### src/rtl/svl_pkg.sv
// Package for the sorted value list: item types, codes and shared constants.
package svl_pkg;

  localparam int SVL_CAPACITY = 64;
  localparam int CNT_OUT_W    = 7;

  localparam logic [1:0] FUNC_INSERT = 2'd0;
  localparam logic [1:0] FUNC_REMOVE = 2'd1;
  localparam logic [1:0] FUNC_LOOKUP = 2'd2;
  localparam logic [1:0] FUNC_CLEAR  = 2'd3;

  localparam logic [1:0] STATUS_DONE   = 2'd0;
  localparam logic [1:0] STATUS_ABSENT = 2'd1;
  localparam logic [1:0] STATUS_EMPTY  = 2'd2;
  localparam logic [1:0] STATUS_FULL   = 2'd3;

  typedef struct packed {
    logic [1:0]         func;
    logic signed [31:0] value;
  } in_item_t;

  typedef struct packed {
    logic [1:0]           status;
    logic [CNT_OUT_W-1:0] count_after;
  } out_item_t;

  // Commands from the controller to the datapath.
  typedef struct packed {
    logic       load;      // capture the input item, open the search window
    logic       srch_rd;   // read the middle of the search window
    logic       srch_upd;  // narrow the window from the read entry
    logic       sh_init;   // set the shift pointer
    logic       sh_wr;     // move one entry and step the shift pointer
    logic       wr_new;    // write the new value at its place, count up
    logic       cnt_dec;   // count down after a remove
    logic       cnt_clr;   // drop all entries
    logic       out_load;  // load the result register
    logic [1:0] res;       // status code of the result
  } svl_cmd_t;

  // Status from the datapath to the controller.
  typedef struct packed {
    logic [1:0] func;
    logic       cnt_zero;
    logic       cnt_full;
    logic       srch_done;
    logic       found;
    logic       pos_at_end;
    logic       rem_tail;
    logic       rp_last;
  } svl_sts_t;

endpackage

### src/rtl/svl_ctrl.sv
// Controller state machine of the sorted value list.
module svl_ctrl import svl_pkg::*; (
  input  logic     clk_i,
  input  logic     rst_ni,
  input  logic     in_valid_i,
  output logic     in_stall_o,
  output logic     out_valid_o,
  input  logic     out_stall_i,
  input  svl_sts_t sts_i,
  output svl_cmd_t cmd_o
);

  typedef enum logic [3:0] {
    ST_IDLE,
    ST_CHECK,
    ST_SRCH_RD,
    ST_SRCH_UPD,
    ST_PLACE,
    ST_SH_RD,
    ST_SH_WR,
    ST_WR_NEW,
    ST_FINISH
  } state_e;

  state_e     state_q, state_d;
  logic [1:0] res_q, res_d;
  logic       out_valid_q, out_valid_d;

  always_comb begin
    state_d = state_q;
    res_d   = res_q;
    cmd_o   = '0;
    cmd_o.res = res_q;
    case (state_q)
      ST_IDLE: begin
        if (in_valid_i) begin
          cmd_o.load = 1'b1;
          state_d    = ST_CHECK;
        end
      end
      ST_CHECK: begin
        case (sts_i.func)
          FUNC_INSERT: begin
            if (sts_i.cnt_full) begin
              res_d   = STATUS_FULL;
              state_d = ST_FINISH;
            end else begin
              state_d = ST_SRCH_RD;
            end
          end
          FUNC_CLEAR: begin
            res_d         = sts_i.cnt_zero ? STATUS_EMPTY : STATUS_DONE;
            cmd_o.cnt_clr = 1'b1;
            state_d       = ST_FINISH;
          end
          default: begin
            if (sts_i.cnt_zero) begin
              res_d   = STATUS_EMPTY;
              state_d = ST_FINISH;
            end else begin
              state_d = ST_SRCH_RD;
            end
          end
        endcase
      end
      ST_SRCH_RD: begin
        if (sts_i.srch_done) begin
          state_d = ST_PLACE;
        end else begin
          cmd_o.srch_rd = 1'b1;
          state_d       = ST_SRCH_UPD;
        end
      end
      ST_SRCH_UPD: begin
        cmd_o.srch_upd = 1'b1;
        state_d        = ST_SRCH_RD;
      end
      ST_PLACE: begin
        if (sts_i.func == FUNC_INSERT) begin
          if (sts_i.pos_at_end) begin
            state_d = ST_WR_NEW;
          end else begin
            cmd_o.sh_init = 1'b1;
            state_d       = ST_SH_RD;
          end
        end else if (!sts_i.found) begin
          res_d   = STATUS_ABSENT;
          state_d = ST_FINISH;
        end else if (sts_i.func == FUNC_LOOKUP) begin
          res_d   = STATUS_DONE;
          state_d = ST_FINISH;
        end else if (sts_i.rem_tail) begin
          res_d         = STATUS_DONE;
          cmd_o.cnt_dec = 1'b1;
          state_d       = ST_FINISH;
        end else begin
          cmd_o.sh_init = 1'b1;
          state_d       = ST_SH_RD;
        end
      end
      ST_SH_RD: begin
        state_d = ST_SH_WR;
      end
      ST_SH_WR: begin
        cmd_o.sh_wr = 1'b1;
        if (!sts_i.rp_last) begin
          state_d = ST_SH_RD;
        end else if (sts_i.func == FUNC_INSERT) begin
          state_d = ST_WR_NEW;
        end else begin
          res_d         = STATUS_DONE;
          cmd_o.cnt_dec = 1'b1;
          state_d       = ST_FINISH;
        end
      end
      ST_WR_NEW: begin
        cmd_o.wr_new = 1'b1;
        res_d        = STATUS_DONE;
        state_d      = ST_FINISH;
      end
      ST_FINISH: begin
        if (!out_valid_q || !out_stall_i) begin
          cmd_o.out_load = 1'b1;
          state_d        = ST_IDLE;
        end
      end
      default: begin
        state_d = ST_IDLE;
      end
    endcase
    out_valid_d = (out_valid_q && out_stall_i) || cmd_o.out_load;
  end

  always_ff @(posedge clk_i or negedge rst_ni) begin
    if (!rst_ni) begin
      state_q     <= ST_IDLE;
      res_q       <= STATUS_DONE;
      out_valid_q <= 1'b0;
    end else begin
      state_q     <= state_d;
      res_q       <= res_d;
      out_valid_q <= out_valid_d;
    end
  end

  assign in_stall_o  = (state_q != ST_IDLE);
  assign out_valid_o = out_valid_q;

endmodule

### src/rtl/svl_dpath.sv
// Datapath of the sorted value list: entry memory, search window, shift pointer, count.
module svl_dpath import svl_pkg::*; #(
  parameter int CAPACITY = SVL_CAPACITY
) (
  input  logic      clk_i,
  input  logic      rst_ni,
  input  in_item_t  in_item_i,
  input  svl_cmd_t  cmd_i,
  output svl_sts_t  sts_o,
  output out_item_t out_item_o
);

  localparam int IdxW = $clog2(CAPACITY);
  localparam int CntW = $clog2(CAPACITY + 1);
  localparam int ExtW = (CntW > CNT_OUT_W) ? CntW : CNT_OUT_W;

  logic signed [31:0] mem [CAPACITY];

  logic [1:0]         func_q;
  logic signed [31:0] value_q;
  logic [CntW-1:0]    count_q, count_d;
  logic [CntW-1:0]    lo_q, hi_q, rp_q;
  logic               eq_q;
  logic signed [31:0] rdata_q;
  out_item_t          out_q;

  logic [CntW:0]      win_sum;
  logic [CntW-1:0]    mid;
  logic [IdxW-1:0]    raddr, waddr;
  logic               wen;
  logic signed [31:0] wdata;
  logic               is_ins;
  logic [ExtW-1:0]    cnt_ext;

  assign is_ins  = (func_q == FUNC_INSERT);
  assign win_sum = {1'b0, lo_q} + {1'b0, hi_q};
  assign mid     = win_sum[CntW:1];
  assign raddr   = cmd_i.srch_rd ? mid[IdxW-1:0] : rp_q[IdxW-1:0];

  // Shifts move toward higher slots for insert and toward lower slots for remove.
  always_comb begin
    wen   = cmd_i.sh_wr || cmd_i.wr_new;
    wdata = cmd_i.wr_new ? value_q : rdata_q;
    if (cmd_i.wr_new) begin
      waddr = lo_q[IdxW-1:0];
    end else if (is_ins) begin
      waddr = IdxW'(rp_q + CntW'(1));
    end else begin
      waddr = IdxW'(rp_q - CntW'(1));
    end
  end

  always_ff @(posedge clk_i) begin
    if (wen) begin
      mem[waddr] <= wdata;
    end
    rdata_q <= mem[raddr];
  end

  always_comb begin
    count_d = count_q;
    if (cmd_i.cnt_clr) begin
      count_d = '0;
    end else if (cmd_i.wr_new) begin
      count_d = count_q + CntW'(1);
    end else if (cmd_i.cnt_dec) begin
      count_d = count_q - CntW'(1);
    end
  end

  always_ff @(posedge clk_i or negedge rst_ni) begin
    if (!rst_ni) begin
      count_q <= '0;
    end else begin
      count_q <= count_d;
    end
  end

  assign cnt_ext = ExtW'(count_q);

  always_ff @(posedge clk_i) begin
    if (cmd_i.load) begin
      func_q  <= in_item_i.func;
      value_q <= in_item_i.value;
      lo_q    <= '0;
      hi_q    <= count_q;
      eq_q    <= 1'b0;
    end
    if (cmd_i.srch_upd) begin
      if (rdata_q < value_q) begin
        lo_q <= mid + CntW'(1);
      end else begin
        hi_q <= mid;
        eq_q <= (rdata_q == value_q);
      end
    end
    if (cmd_i.sh_init) begin
      rp_q <= is_ins ? (count_q - CntW'(1)) : (lo_q + CntW'(1));
    end else if (cmd_i.sh_wr) begin
      rp_q <= is_ins ? (rp_q - CntW'(1)) : (rp_q + CntW'(1));
    end
    if (cmd_i.out_load) begin
      out_q.status      <= cmd_i.res;
      out_q.count_after <= cnt_ext[CNT_OUT_W-1:0];
    end
  end

  always_comb begin
    sts_o.func       = func_q;
    sts_o.cnt_zero   = (count_q == '0);
    sts_o.cnt_full   = (count_q == CntW'(CAPACITY));
    sts_o.srch_done  = (lo_q == hi_q);
    sts_o.found      = eq_q;
    sts_o.pos_at_end = (lo_q == count_q);
    sts_o.rem_tail   = (lo_q == count_q - CntW'(1));
    sts_o.rp_last    = is_ins ? (rp_q == lo_q) : (rp_q == count_q - CntW'(1));
  end

  assign out_item_o = out_q;

endmodule

### src/rtl/sorted_value_list_unit.sv
// Top level of the sorted value list: a bounded table of signed values kept in order.
//
//   channel   direction   handshake              payload
//   in        into block  in_valid_i/in_stall_o  in_item_i  (func, value)
//   out       from block  out_valid_o/out_stall_i out_item_o (status, count_after)
//
// From its accepting edge a command passes through decode, binary search steps (at
// most log2(count)+1 steps, each a read and a narrowing of the window), the close of
// the search, a read and a write per entry moved by an insert or remove, a write of
// the value for an insert and the load of the result; then idle takes the next item.
// Reset clears the count and control state; only entries below the count are read.
// A new item is taken while a result is stalled; the next result waits until it leaves.
module sorted_value_list_unit import svl_pkg::*; #(
  parameter int CAPACITY = SVL_CAPACITY
) (
  input  logic      clk_i,
  input  logic      rst_ni,
  input  logic      in_valid_i,
  output logic      in_stall_o,
  input  in_item_t  in_item_i,
  output logic      out_valid_o,
  input  logic      out_stall_i,
  output out_item_t out_item_o
);

  // Command and status links between the state machine and the datapath.
  svl_cmd_t cmd;
  svl_sts_t sts;

  // The controller sequences each command: decode, binary search over the
  // stored entries, then a one-entry-at-a-time shift for insert and remove.
  svl_ctrl u_ctrl (
    .clk_i       (clk_i),
    .rst_ni      (rst_ni),
    .in_valid_i  (in_valid_i),
    .in_stall_o  (in_stall_o),
    .out_valid_o (out_valid_o),
    .out_stall_i (out_stall_i),
    .sts_i       (sts),
    .cmd_o       (cmd)
  );

  // The datapath holds the entries in ascending order in a memory with one
  // write and one registered read per cycle, plus the count and the result.
  svl_dpath #(
    .CAPACITY (CAPACITY)
  ) u_dpath (
    .clk_i      (clk_i),
    .rst_ni     (rst_ni),
    .in_item_i  (in_item_i),
    .cmd_i      (cmd),
    .sts_o      (sts),
    .out_item_o (out_item_o)
  );

endmodule

### config.mk
export PLATFORM = sky130hd
export DESIGN_NAME = sorted_value_list_unit
export DESIGN_NICKNAME = d
export VERILOG_FILES = /design/src/rtl/svl_pkg.sv /design/src/rtl/svl_ctrl.sv /design/src/rtl/svl_dpath.sv /design/src/rtl/sorted_value_list_unit.sv
export SDC_FILE = /design/constraint.sdc
export NUM_CORES = 2
export LEC_CHECK = 0
export BUFFER_PORTS_ARGS = -buffer_cell sky130_fd_sc_hd__buf_2
export CORE_MARGIN = 2
export CORE_UTILIZATION = 65
export CTS_BUF_LIST = sky130_fd_sc_hd__clkbuf_4 sky130_fd_sc_hd__clkbuf_8 sky130_fd_sc_hd__clkbuf_16
export CTS_CLUSTER_DIAMETER = 40
export DETAILED_ROUTE_END_ITERATION = 10
export GPL_TIMING_DRIVEN = 1
export HOLD_SLACK_MARGIN = 0.08
export PLACE_DENSITY = 0.81
export SYNTH_ARGS = -nofsm -noshare
export SYNTH_HDL_FRONTEND = slang
export SYNTH_SLANG_ARGS = --single-unit
### constraint.sdc
create_clock -name clk_i -period 12.65 [get_ports clk_i]
set_input_delay 1.265 -clock clk_i [delete_from_list [all_inputs] [get_ports clk_i]]
set_output_delay 1.265 -clock clk_i [all_outputs]
set_load 0.02 [all_outputs]
==> metrics.csv <==
metric;value;unit
outcome;finished clean;
chipWidth;370;um
nNetsFinal;6811;
met2_usage;55.0;%
avgViaCountPerCell;6.80;
synth_commonest_cells;edfxtp_1 (2,098), nand2_1 (1,879), nand3_1 (1,234);
io_pins;49;
synthMostInstantiatedCell;edfxtp_1;
synth_seq_cells;2159;
start_util;65.4;%
ctsResizeCount;0;
grt_pass1_wl;360;mm
cts_tree;built;
crit_arrival;7.14;ns
startpoint_type;flip-flop;
crit_fanout;151;
numCtsBuffers;220;
drc;0;
post-route-min-period;6.44;ns
routabilityCongestion;0.925;
syn_area;87100;um^2
syn_area_per_cell;12.9;um^2
ir_drop;0.000411;V
cts_max_path_buffers;3;
drtAntennaViolNets;0;
busiest_layer;met2;
max_stage_delay;1.01;ns
crit_path_end_kind;flip-flop;
max-slew-margin-rel;3.02;%
design.core.area;133000;um^2
die_area;137000;um^2
critPathMostFrequentCell;buf_12;
grt_use_met1;45.0;%
clkSinkCount;2159;
finalPower;27.6;mW
syn-num-nets;6828;
synth_cell_types;70;
finalSetupViolCount;0;
slew_violations;0;
synthFlopType;edfxtp_1;
antenna_found_initial;11;
wl_per_cell;28.5;um
clkTransAtPathRegs;0.06;ns
hp-class;input port to async pin;
via_count;59048;
worstMarginPinSlew;1.43;ns
ys_async_sr_fraction;0.648;%
grt_util_met3;9.44;%
grt_pass1_vias;57319;
cap_violations;0;
finalWirelength;248;mm
synth_edf_count;2098;
fmax;155;MHz
ys_top_cells_by_area;edfxtp_1 (72%), nand2_1 (8.1%), nand3_1 (7.1%);
postCtsHoldBufs;0;
hpwl;130;mm
yosys_warnings;0;
crit_required;13.35;ns
finalClockSkew;0.0361;ns
period_share;50.9;%
portBuffers;48;
cts_setup_buffers;0;
grt_overflow;0;
synth_top_area_share;72.3;%
grt_max_degree;199;
rsz0062_at_grt;false;
rows;134;
die_height;370;um
cellLeakagePower;34.0;nW
area_growth;11.8;%
setup_tns;0;ns
yosysSeqAreaShare;73.8;%
first_pass_iters;8;
drtIter0Drc;10185;
layout-drive-gt1-share;10.4;%
synthCells;6741;
r2r_cells;11;
insertion_delay;0.86;ns
cts_max_level;4;
synth_area_leader_cell;edfxtp_1;
clock-root-buffer;clkbuf_16;
grt_util_all_layers;36.0;%
finalHoldViolations;0;
crit_chain;ha_1, or4_4, o2111ai_4, mux2i_4, buf_12, buf_12, buf_4, and3_1, a311oi_1, o311ai_0, a31oi_1;
slowest_stage;o311ai_0;
path_class;flip-flop to flip-flop;
p_per_area;283;nW/um^2
[per-stage QoR]
stage	instance area [um^2]	utilization (%)	instances	setup WS [ns]	hold slack, ns
after CTS	97400	73.1	8682	6.35	0.300
after global routing	97400	73.1	8682	6.05	0.325
after global placement	89900	67.4	8269	6.45	0.435
final	97400	73.1	8686	6.21	0.319
after detailed placement	89900	67.4	8270	6.34	0.435
after floorplan	87100	-	6741	7.69	0.423
[worst paths after layout]
path / from / end / slack (ns)
setup reg to reg: u_dpath.lo_q[1] / u_dpath.rdata_q[12] / 6.21
hold / removal: rst_ni / u_ctrl.state_q[3] / 0.32
hold reg to reg: u_ctrl.res_q[1] / u_dpath.out_item_o[8] / 0.45
setup / recovery: u_dpath.lo_q[1] / u_dpath.rdata_q[12] / 6.21
min in group clk_i: u_ctrl.res_q[1] / u_dpath.out_item_o[8] / 0.45
max in group asynchronous: rst_ni / u_dpath.cnt_ext[6] / 12.06
[logic make-up (layout without fill, tap and decap cells)]
logic type / count (synthesis) / after routing / synth area share (%)
other: 0 / 4 / 0
adder cells (fa/ha/maj): 49 / 49 / 0.712
flip-flops: 2159 / 2159 / 73.8
XOR/XNOR: 49 / 49 / 0.508
AND/OR/NAND/NOR: 3388 / 3388 / 16.8
AO/OA/AOI/OAI: 436 / 436 / 3.59
multiplexers: 175 / 175 / 2.07
buffers and inverters: 485 / 658 / 2.48
[routing by layer]
metal	wire, um	vias to the layer above
li1	-	24688
met1	79600	28346
met2	112000	4938
met3	34800	1070
met4	20900	6
met5	32	-
[state kept, by name, indices dropped and copies added, names as in the netlist, 2 cells and up]
signal              cells
u_dpath.func_q          2
u_ctrl.state_q          4
u_ctrl.res_q            2
u_dpath.rdata_q        32
u_dpath.value_q        32
u_dpath.mem          2048
u_dpath.rp_q            7
u_dpath.hi_q            7
u_dpath.lo_q            7
u_dpath.cnt_ext         7
u_dpath.out_item_o      9
[placed cells by master (no fill, tap or decap), types with 49 or more instances in the layout]
cell type	Yosys	final
a311oi_1	85	85
mux2i_1	164	163
edfxtp_1	2098	2098
clkbuf_16	0	222
inv_1	49	49
nand2_1	1879	1877
buf_4	30	136
a21oi_1	56	56
and3_1	67	67
o22ai_1	59	59
nor2_4	1	67
nand3_1	1234	1233
[critical path, delay by kind of cell (launching register included)]
kind / cells / cell delay [ns]
AND/OR/NAND/NOR: 2 / 0.84
multiplexers: 1 / 0.42
adder cells (fa/ha/maj): 1 / 0.33
buffers and inverters: 3 / 1.95
AO/OA/AOI/OAI: 4 / 1.94
flip-flops: 1 / 0.58
[where the power goes]
part	total (mW)	switching (mW)	internal (mW)
sequential	9.36	0.213	9.14
clock	6.67	2.76	3.91
combinational	11.6	8.71	2.85
total	27.6	11.7	15.9
[cell type report]
| type | count | area [um^2] |
|---|---|---|
| repair buffers | 197 | 1520 |
| clock buffers | 278 | 6060 |
| well taps | 1768 | 2210 |
| clock inverters | 134 | 1510 |
| fillers | 7680 | 35800 |
| diodes | 4 | 10.0 |
| inverters | 49 | 184 |
| multi-input cells | 4097 | 21700 |
| flip-flops and latches | 2159 | 64300 |
Power figures use the tool's default switching activity.
